`src/design/bitmap_block_allocator_defines.svh`:
```
// Assertion macros used by the bitmap block allocator datapath.
`ifndef BITMAP_BLOCK_ALLOCATOR_DEFINES_SVH
`define BITMAP_BLOCK_ALLOCATOR_DEFINES_SVH

// Same-cycle implication, sampled on clk, idle while arst_n is low
`define BBA_ASSERT_IMPL(name, ante, cons) \
	name: assert property (@(posedge clk) disable iff (!arst_n) (ante) |-> (cons)) \
		else $error("bitmap allocator check failed");

// Next-cycle implication, sampled on clk, idle while arst_n is low
`define BBA_ASSERT_NEXT(name, ante, cons) \
	name: assert property (@(posedge clk) disable iff (!arst_n) (ante) |=> (cons)) \
		else $error("bitmap allocator sequence check failed");

`endif

```
`src/design/bba_pkg.sv`:
```
// Package: sizes, codes and controller/datapath interface types of the block allocator.
`default_nettype none
package bba_pkg;

	localparam int MAX_BLOCKS = 4096;
	localparam int WORD_BITS  = 32;
	localparam int MAP_WORDS  = MAX_BLOCKS / WORD_BITS;
	localparam int WORD_IDX_W = $clog2(MAP_WORDS);
	localparam int BIT_IDX_W  = $clog2(WORD_BITS);
	localparam int BLK_W      = 12;
	localparam int CFG_W      = 13;
	// word index of the limit, wide enough to hold MAP_WORDS itself
	localparam int LIM_WORD_W = CFG_W - BIT_IDX_W;

	localparam logic [CFG_W-1:0] TOTAL_BLOCKS_RST = CFG_W'(4096);

	localparam logic KIND_ALLOC = 1'b0;
	localparam logic KIND_FREE  = 1'b1;

	typedef enum logic [1:0] {
		ST_OK        = 2'd0,
		ST_FULL      = 2'd1,
		ST_NOT_ALLOC = 2'd2,
		ST_RANGE     = 2'd3
	} status_t;

	// controller -> datapath
	typedef struct packed {
		logic start;     // latch request beat, aim read port
		logic scan;      // check one map word of an allocate search
		logic free_chk;  // check and update the word of a free
		logic load_out;  // move result into the output register
	} cmd_t;

	// datapath -> controller
	typedef struct packed {
		logic kind_free;  // current request is a free
		logic scan_done;  // search hit a clear bit or ran out of words
		logic out_ready;  // output register can take a result
	} sts_t;

endpackage
`default_nettype wire

```
`src/design/bba_datapath.sv`:
```
// Datapath: allocation map memory, word scan, bit update, result and output registers.
`default_nettype none
`include "bitmap_block_allocator_defines.svh"
module bba_datapath (
	input  wire logic                         clk,
	input  wire logic                         arst_n,
	input  wire bba_pkg::cmd_t                cmd,
	output bba_pkg::sts_t                     sts,
	input  wire logic                         kind,
	input  wire logic [bba_pkg::BLK_W-1:0]    block_number,
	input  wire logic                         total_blocks_we,
	input  wire logic [bba_pkg::CFG_W-1:0]    total_blocks_wdata,
	output logic                              rsp_valid,
	input  wire logic                         rsp_stall,
	output logic [1:0]                        status,
	output logic [bba_pkg::BLK_W-1:0]         block_number_res
);

	logic [bba_pkg::WORD_BITS-1:0]  mem [bba_pkg::MAP_WORDS];
	logic [bba_pkg::MAP_WORDS-1:0]  row_vld_q;
	logic [bba_pkg::WORD_IDX_W-1:0] addr_q;
	logic [bba_pkg::WORD_IDX_W-1:0] chk_q;
	logic [bba_pkg::WORD_BITS-1:0]  rd_word_q;
	logic                           rd_vld_q;
	logic                           kind_q;
	logic [bba_pkg::BLK_W-1:0]      blk_q;
	logic [bba_pkg::CFG_W-1:0]      total_blocks_q;
	logic [bba_pkg::CFG_W-1:0]      limit;
	logic [bba_pkg::LIM_WORD_W-1:0] lim_word;
	logic [bba_pkg::LIM_WORD_W-1:0] lim_ceil;
	logic [bba_pkg::LIM_WORD_W-1:0] chk_ext;
	logic [bba_pkg::LIM_WORD_W-1:0] chk_next;
	logic [bba_pkg::BIT_IDX_W-1:0]  lim_bit;
	logic [bba_pkg::BIT_IDX_W-1:0]  free_bit;
	logic [bba_pkg::BIT_IDX_W-1:0]  blk_bit;
	logic [bba_pkg::WORD_BITS-1:0]  word;
	logic [bba_pkg::WORD_BITS-1:0]  valid_mask;
	logic [bba_pkg::WORD_BITS-1:0]  free_mask;
	logic [bba_pkg::WORD_BITS-1:0]  wr_data;
	logic                           hit;
	logic                           last;
	logic                           in_range;
	logic                           blk_set;
	logic                           we;
	bba_pkg::status_t               res_status_q;
	logic [bba_pkg::BLK_W-1:0]      res_blk_q;
	logic                           out_vld_q;
	bba_pkg::status_t               out_status_q;
	logic [bba_pkg::BLK_W-1:0]      out_blk_q;

	// Configuration register
	always_ff @(posedge clk or negedge arst_n) begin
		if (!arst_n) begin
			total_blocks_q <= bba_pkg::TOTAL_BLOCKS_RST;
		end else if (total_blocks_we) begin
			total_blocks_q <= total_blocks_wdata;
		end
	end

	// Search limit, saturated to the map size, split into word and bit
	always_comb begin
		if (total_blocks_q > bba_pkg::CFG_W'(bba_pkg::MAX_BLOCKS)) begin
			limit = bba_pkg::CFG_W'(bba_pkg::MAX_BLOCKS);
		end else begin
			limit = total_blocks_q;
		end
		lim_word = limit[bba_pkg::CFG_W-1:bba_pkg::BIT_IDX_W];
		lim_bit  = limit[bba_pkg::BIT_IDX_W-1:0];
		lim_ceil = lim_word + bba_pkg::LIM_WORD_W'(lim_bit != '0);
	end

	// Request latch and read address; chk_q is addr_q registered,
	// matching the registered read data
	always_ff @(posedge clk) begin
		if (cmd.start) begin
			kind_q <= kind;
			blk_q  <= block_number;
			if (kind == bba_pkg::KIND_FREE) begin
				addr_q <= block_number[bba_pkg::BLK_W-1:bba_pkg::BIT_IDX_W];
			end else begin
				addr_q <= '0;
			end
		end else begin
			addr_q <= addr_q + bba_pkg::WORD_IDX_W'(1);
		end
		chk_q <= addr_q;
	end

	// Map memory: one write port, one registered read port
	always_ff @(posedge clk) begin
		if (we) begin
			mem[chk_q] <= wr_data;
		end
		rd_word_q <= mem[addr_q];
	end

	// Row valid bits: a row never written reads as all free
	always_ff @(posedge clk or negedge arst_n) begin
		if (!arst_n) begin
			row_vld_q <= '0;
			rd_vld_q  <= 1'b0;
		end else begin
			rd_vld_q <= row_vld_q[addr_q];
			if (we) begin
				row_vld_q[chk_q] <= 1'b1;
			end
		end
	end

	assign word = rd_vld_q ? rd_word_q : '0;

	// Bits of the checked word that lie below the limit
	always_comb begin
		chk_ext = bba_pkg::LIM_WORD_W'(chk_q);
		for (int b = 0; b < bba_pkg::WORD_BITS; b++) begin
			valid_mask[b] = (chk_ext < lim_word) ||
				((chk_ext == lim_word) && (bba_pkg::BIT_IDX_W'(b) < lim_bit));
		end
	end

	// Lowest clear bit in range
	always_comb begin
		free_mask = ~word & valid_mask;
		hit       = |free_mask;
		free_bit  = '0;
		for (int b = bba_pkg::WORD_BITS - 1; b >= 0; b--) begin
			if (free_mask[b]) begin
				free_bit = bba_pkg::BIT_IDX_W'(b);
			end
		end
	end

	assign chk_next = chk_ext + bba_pkg::LIM_WORD_W'(1);
	assign last     = chk_next >= lim_ceil;

	// Free checks
	assign blk_bit  = blk_q[bba_pkg::BIT_IDX_W-1:0];
	assign in_range = bba_pkg::CFG_W'(blk_q) < limit;
	assign blk_set  = word[blk_bit];

	// Map update
	always_comb begin
		we = (cmd.scan && hit) || (cmd.free_chk && in_range && blk_set);
		if (cmd.scan) begin
			wr_data = word | (bba_pkg::WORD_BITS'(1) << free_bit);
		end else begin
			wr_data = word & ~(bba_pkg::WORD_BITS'(1) << blk_bit);
		end
	end

	// Result capture
	always_ff @(posedge clk) begin
		if (cmd.scan) begin
			if (hit) begin
				res_status_q <= bba_pkg::ST_OK;
				res_blk_q    <= {chk_q, free_bit};
			end else if (last) begin
				res_status_q <= bba_pkg::ST_FULL;
				res_blk_q    <= '0;
			end
		end else if (cmd.free_chk) begin
			res_blk_q <= blk_q;
			if (!in_range) begin
				res_status_q <= bba_pkg::ST_RANGE;
			end else if (!blk_set) begin
				res_status_q <= bba_pkg::ST_NOT_ALLOC;
			end else begin
				res_status_q <= bba_pkg::ST_OK;
			end
		end
	end

	// Output register: holds the result beat until the receiver takes it
	always_ff @(posedge clk or negedge arst_n) begin
		if (!arst_n) begin
			out_vld_q <= 1'b0;
		end else if (cmd.load_out) begin
			out_vld_q <= 1'b1;
		end else if (!rsp_stall) begin
			out_vld_q <= 1'b0;
		end
	end

	always_ff @(posedge clk) begin
		if (cmd.load_out) begin
			out_status_q <= res_status_q;
			out_blk_q    <= res_blk_q;
		end
	end

	assign rsp_valid        = out_vld_q;
	assign status           = out_status_q;
	assign block_number_res = out_blk_q;

	assign sts.kind_free = kind_q;
	assign sts.scan_done = hit || last;
	assign sts.out_ready = !out_vld_q || !rsp_stall;

	`BBA_ASSERT_IMPL(a_load_when_free, cmd.load_out, sts.out_ready)
	`BBA_ASSERT_IMPL(a_full_gives_zero, out_vld_q && (out_status_q == bba_pkg::ST_FULL), out_blk_q == '0)
	`BBA_ASSERT_IMPL(a_write_in_range, we, chk_ext < lim_ceil)
	`BBA_ASSERT_NEXT(a_scan_advances, cmd.scan && !sts.scan_done, chk_q == $past(chk_q) + 1'b1)

endmodule
`default_nettype wire

```
`src/design/bba_ctrl.sv`:
```
// Controller: request sequencing state machine of the block allocator.
`default_nettype none
module bba_ctrl (
	input  wire logic          clk,
	input  wire logic          arst_n,
	input  wire logic          req_valid,
	output logic               req_stall,
	output bba_pkg::cmd_t      cmd,
	input  wire bba_pkg::sts_t sts
);

	typedef enum logic [4:0] {
		S_IDLE = 5'b00001,
		S_FILL = 5'b00010,
		S_SCAN = 5'b00100,
		S_FCHK = 5'b01000,
		S_DONE = 5'b10000
	} state_t;

	state_t state_q;
	state_t state_nxt;

	always_ff @(posedge clk or negedge arst_n) begin
		if (!arst_n) begin
			state_q <= S_IDLE;
		end else begin
			state_q <= state_nxt;
		end
	end

	// Next state and datapath commands
	always_comb begin
		state_nxt    = state_q;
		cmd          = '0;
		req_stall    = 1'b1;
		case (state_q)
			S_IDLE: begin
				req_stall = 1'b0;
				if (req_valid) begin
					cmd.start = 1'b1;
					state_nxt = S_FILL;
				end
			end
			S_FILL: begin
				// first map word is in flight from the memory
				state_nxt = sts.kind_free ? S_FCHK : S_SCAN;
			end
			S_SCAN: begin
				cmd.scan = 1'b1;
				if (sts.scan_done) begin
					state_nxt = S_DONE;
				end
			end
			S_FCHK: begin
				cmd.free_chk = 1'b1;
				state_nxt    = S_DONE;
			end
			S_DONE: begin
				if (sts.out_ready) begin
					cmd.load_out = 1'b1;
					state_nxt    = S_IDLE;
				end
			end
			default: begin
				state_nxt = S_IDLE;
			end
		endcase
	end

endmodule
`default_nettype wire

```
`src/design/bitmap_block_allocator.sv`:
```
// Top level of the bitmap first-fit block allocator.
//
// Request channel: req_valid/req_stall carry one beat of kind (0 allocate,
// 1 free) and block_number (the block to free; ignored by an allocate).
// Response channel: rsp_valid/rsp_stall carry status and block_number_res.
// A beat moves on a clock edge with valid high and stall low.
// total_blocks_we/total_blocks_wdata write the managed block count; write
// it only while no request is outstanding.
// A free checks the single map word that holds its block; an allocate
// checks words from word 0 upward until it meets a clear bit below the limit
// or runs out of words, at most the 128 words of the map. The search
// checks one map word per cycle through the single read port of the map
// memory, and one request is worked at a time; a new request is taken the
// cycle after the previous result enters the output register.
// Reset (arst_n low) marks every block free through per-word valid bits,
// so the block takes requests right after reset with no clearing pass,
// and total_blocks returns to 4096.
// While the receiver stalls, the response holds in the output register;
// the next request is still worked and then waits for the register.
`default_nettype none
module bitmap_block_allocator (
	input  wire logic                      clk,
	input  wire logic                      arst_n,
	input  wire logic                      req_valid,
	output logic                           req_stall,
	input  wire logic                      kind,
	input  wire logic [bba_pkg::BLK_W-1:0] block_number,
	output logic                           rsp_valid,
	input  wire logic                      rsp_stall,
	output logic [1:0]                     status,
	output logic [bba_pkg::BLK_W-1:0]      block_number_res,
	input  wire logic                      total_blocks_we,
	input  wire logic [bba_pkg::CFG_W-1:0] total_blocks_wdata
);

	bba_pkg::cmd_t cmd;
	bba_pkg::sts_t sts;

	bba_ctrl u_ctrl (
		.clk       (clk),
		.arst_n    (arst_n),
		.req_valid (req_valid),
		.req_stall (req_stall),
		.cmd       (cmd),
		.sts       (sts)
	);

	bba_datapath u_dp (
		.clk                (clk),
		.arst_n             (arst_n),
		.cmd                (cmd),
		.sts                (sts),
		.kind               (kind),
		.block_number       (block_number),
		.total_blocks_we    (total_blocks_we),
		.total_blocks_wdata (total_blocks_wdata),
		.rsp_valid          (rsp_valid),
		.rsp_stall          (rsp_stall),
		.status             (status),
		.block_number_res   (block_number_res)
	);

endmodule
`default_nettype wire
```
`config.mk`:
```
export PLATFORM = sky130hd
export DESIGN_NAME = bitmap_block_allocator
export DESIGN_NICKNAME = d
export VERILOG_FILES = /design/src/design/bba_pkg.sv /design/src/design/bba_datapath.sv /design/src/design/bba_ctrl.sv /design/src/design/bitmap_block_allocator.sv
export VERILOG_INCLUDE_DIRS = /design/src /design/src/design
export SDC_FILE = /design/constraint.sdc
export NUM_CORES = 2
export LEC_CHECK = 0
export ABC_AREA = 1
export ABC_CLOCK_PERIOD_IN_PS = 14280
export BUFFER_PORTS_ARGS = -buffer_cell sky130_fd_sc_hd__buf_2
export CORE_ASPECT_RATIO = 1.75
export CORE_MARGIN = 3
export CORE_UTILIZATION = 27
export CTS_BUF_LIST = sky130_fd_sc_hd__clkbuf_8
export CTS_CLUSTER_SIZE = 12
export DETAILED_ROUTE_END_ITERATION = 8
export PLACE_DENSITY = 0.52
export SYNTH_ARGS = -nofsm -noshare
export SYNTH_HDL_FRONTEND = slang
export SYNTH_HIERARCHICAL = 1
export SYNTH_SLANG_ARGS = --single-unit
```
`constraint.sdc`:
```
create_clock -name clk -period 14.28 [get_ports clk]
set_input_delay 0.714 -clock clk [delete_from_list [all_inputs] [get_ports clk]]
set_output_delay 0.714 -clock clk [all_outputs]
set_load 0.02 [all_outputs]
```
==> run metrics <==
Yosys Warn Count=6; syn_nets=12900; leakage=61.3 nW; R2R depth=36; IO Pins=47; core area=628000 µm²; flop2flop setup slack=6.85 ns; post-CTS setup buffer count=0; DR iter-0 viols=10900; RSZ-0062 raised after global routing=no; post-synthesis mux area share=0.0000662; number of synthesized flops with an enable pin=4137; IO Port Bufs=46; clk root buf=clkbuf_8; WS Path Type=flop to flop; FP Rows=385; via count=113000; clock skew=0.0822 ns; Yosys reg bits=4331; GR Overflow Total=0; gpl congestion=0.904; total power divided by cell area=211 nW/µm²; setup violators final=0; critical-path maximum fanout=49; crit-path max cell delay=0.82 ns; post-synthesis xor/xnor area fraction=0.000412; max-slew violation count=2; # clock sinks=4331; Worst Hold Class=primary input to flop; fraction of layout cells with a size suffix above 1=0.111; final period utilization=0.521; worst reg2reg startpoint=u_dp/total_blocks_q[1]$_DFFE_PN0P_; largest family of logic cells by synthesized area=compound AO/OA/AOI/OAI gates; post-synth top area share=0.731; area delta synth->final=13.8%; routed vias/inst=5.16; Reg clk slew, reported paths=0.08 ns; Fillers=62700; post-synthesis adder-cell area fraction=0.00221; ys flop type=edfxtp_1; Max Buffers Root-to-Sink=5; Req. time, crit path=15.06 ns; largest net degree at the start of global routing=185; H-Tree Depth=6; Register Area=129000 µm²; Seq/Total Area, Yosys=0.758; TritonCTS Buffers=614; grt peak-use layer=met2; minimum clock period=7.43 ns; multi-input logic area=38400 µm²; Die X=606 µm; violated checks=max-capacitance violations, max-slew violations; startpoint types=flop; routing usage on met2=0.314; hpwl dp=346 mm; Most common cell on crit path=nor2_1; First-pass DRT Iterations=6; Post-Synth Simple-Gate Area=0.0845; Critical Path End Type=flop; Setup TNS=0 ns; top cells by count, synth=edfxtp_1 (4137), nor2_1 (2322), o21ai_0 (2273), clkbuf_1 (873), nand2_1 (663); Synth Instances=12900; wire per inst=27.2 µm; global-route wire length before repair=830 mm; die area=640000 µm²; crit path max-delay cell type=a21oi_4; synthesized area per cell=13.2 µm²; met1 Use GR=0.197; vias in the first global route=111000; Final Util=0.308; post-synthesis async set-or-reset flop share=0.0342; Critical Path Sink=u_dp/mem[58][26]$_DFFE_PP_; top-count cell post-synth=edfxtp_1; WP data arrival=8.22 ns; Synth Area in Compound Gates=0.130; Die Height=1.06 mm; Initial Util=0.271; met3 Usage GRT=0.0239; GRT Resource Usage Total=0.181; antenna-violating nets left=0; MaxCap Viol Count=1; count of nets after finishing=13100; Rel. slew slack=-0.147; fmax=135 MHz; CTS tree=yes; mapped cell area=170000 µm²; worst r2r dst=u_dp/mem[58][26]$_DFFE_PP_; Cell variety after synth=58; post-detailed-routing wire length=595 mm; Critical Path Start=u_dp/total_blocks_q[1]$_DFFE_PN0P_; DRC Markers=0; ranking of synthesized cells by area=edfxtp_1 (73%), o21ai_0 (6.7%), nor2_1 (5.1%); initial antenna violation count=58; Least-Margin Pin Slew=1.68 ns; VDD IR-drop max=0.177 mV; Final Hold Fails=0; clock latency on the worst-skew pair=1.13 ns; Synth area leader=edfxtp_1; status=finished with violations
-- power by group --
part	leakage [nW]	internal [W]	switching [W]
clock network	6.30	0.00442	0.00472
logic	14.7	0.00325	0.0126
registers	40.2	0.0158	0.000158
-- metrics by stage --
step / total power, W / setup WS, ns / instances / cell area (µm²) / hold WS [ns]
floorplan: 0.0245 / 6.25 / 12900 / 170000 / 0.329
global placement: 0.0318 / 6.58 / 20700 / 182000 / 0.406
detailed placement: 0.0319 / 6.98 / 20700 / 182000 / 0.406
CTS: 0.0411 / 6.84 / 21800 / 193000 / 0.000615
global route: 0.0424 / 6.29 / 21800 / 193000 / 0.107
finish: 0.0409 / 6.85 / 21800 / 193000 / 0.133
-- placed cells by master (no fill, tap or decap), types with 71 or more instances in the layout --
cell type / Yosys / layout
o211ai_1: 102 / 102
clkinv_1: 6 / 130
diode_2: 0 / 75
nand3_1: 384 / 384
clkinv_2: 0 / 71
clkbuf_8: 0 / 661
buf_4: 5 / 372
o221ai_1: 386 / 386
nand2_1: 663 / 659
nor2_4: 2 / 131
dfrtp_1: 146 / 146
nor2_1: 2322 / 2187
o22ai_1: 633 / 633
o21ai_0: 2273 / 2260
inv_1: 163 / 334
a21oi_1: 199 / 183
edfxtp_1: 4137 / 4137
a31oi_1: 91 / 73
-- critical path, delay by kind of cell (launching register included) --
kind,cells,cell delay (ns)
buf+inv,6,1.59
fa+ha+maj,1,0.31
compound gates,8,1.93
flops,1,0.44
simple gates,21,2.61
-- worst min path at each step --
stage,slack [ns],end,from,depth (start not counted)
finish,0.13,u_dp/total_blocks_q[9]$_DFFE_PN0P_,total_blocks_we,3
global route,0.11,u_dp/total_blocks_q[9]$_DFFE_PN0P_,total_blocks_we,3
CTS,0.0006,u_dp/total_blocks_q[9]$_DFFE_PN0P_,total_blocks_we,3
detailed placement,0.41,u_dp/block_number_res[6]$_DFFE_PP_,u_dp/res_blk_q[6]$_DFFE_PP_,0
global placement,0.41,u_dp/status[1]$_DFFE_PP_,u_dp/res_status_q[1]$_SDFFCE_PP0P_,0
floorplan,0.33,u_dp/chk_q[2]$_DFF_P_,u_dp/addr_q[2]$_DFF_P_,0
-- state kept, by name (all words and copies together), names as in the netlist --
| register | count |
|---|---|
| u_dp/mem | 4096 |
| u_dp/row_vld_q | 128 |
| u_dp/rd_word_q | 32 |
| u_dp/total_blocks_q | 13 |
| u_dp/blk_q | 12 |
| u_dp/block_number_res | 12 |
| u_dp/res_blk_q | 12 |
| u_dp/addr_q | 7 |
| u_dp/chk_q | 7 |
| u_ctrl/state_q | 5 |
| u_dp/res_status_q | 2 |
| u_dp/status | 2 |
| u_dp/kind_q | 1 |
| u_dp/rd_vld_q | 1 |
| u_dp/rsp_valid | 1 |
-- cell families after synthesis --
family,Yosys count
adders and majority gates,30
buffers and inverters,1132
muxes,1
DFF,4331
and+or+nand+nor,3560
AOI/OAI and AO/OA,3796
xor gates and xnor gates,8
-- layout make-up --
| cell class | count | share of cell area |
|---|---|---|
| flip-flops and latches | 4331 | 0.666 |
| diodes | 75 | 0.000970 |
| inverters | 187 | 0.00385 |
| clock buffers | 661 | 0.0470 |
| clock inverters | 392 | 0.00955 |
| repair buffers | 488 | 0.0203 |
| multi-input cells | 7395 | 0.198 |
| well taps | 8320 | 0.0538 |
-- routing by layer --
layer / share of wire / wire length [µm]
met1: 0.35 / 211000
met2: 0.50 / 297000
met3: 0.057 / 33700
met4: 0.089 / 53000
met5: 0.00019 / 111
-- what timing repair did --
action	in CTS	in global routing
gates resized for setup	0	0
setup endpoints to repair	0	0
hold endpoints to repair	90	0
hold buffers	49	0
No activity file was read; power rests on OpenSTA's default activity.
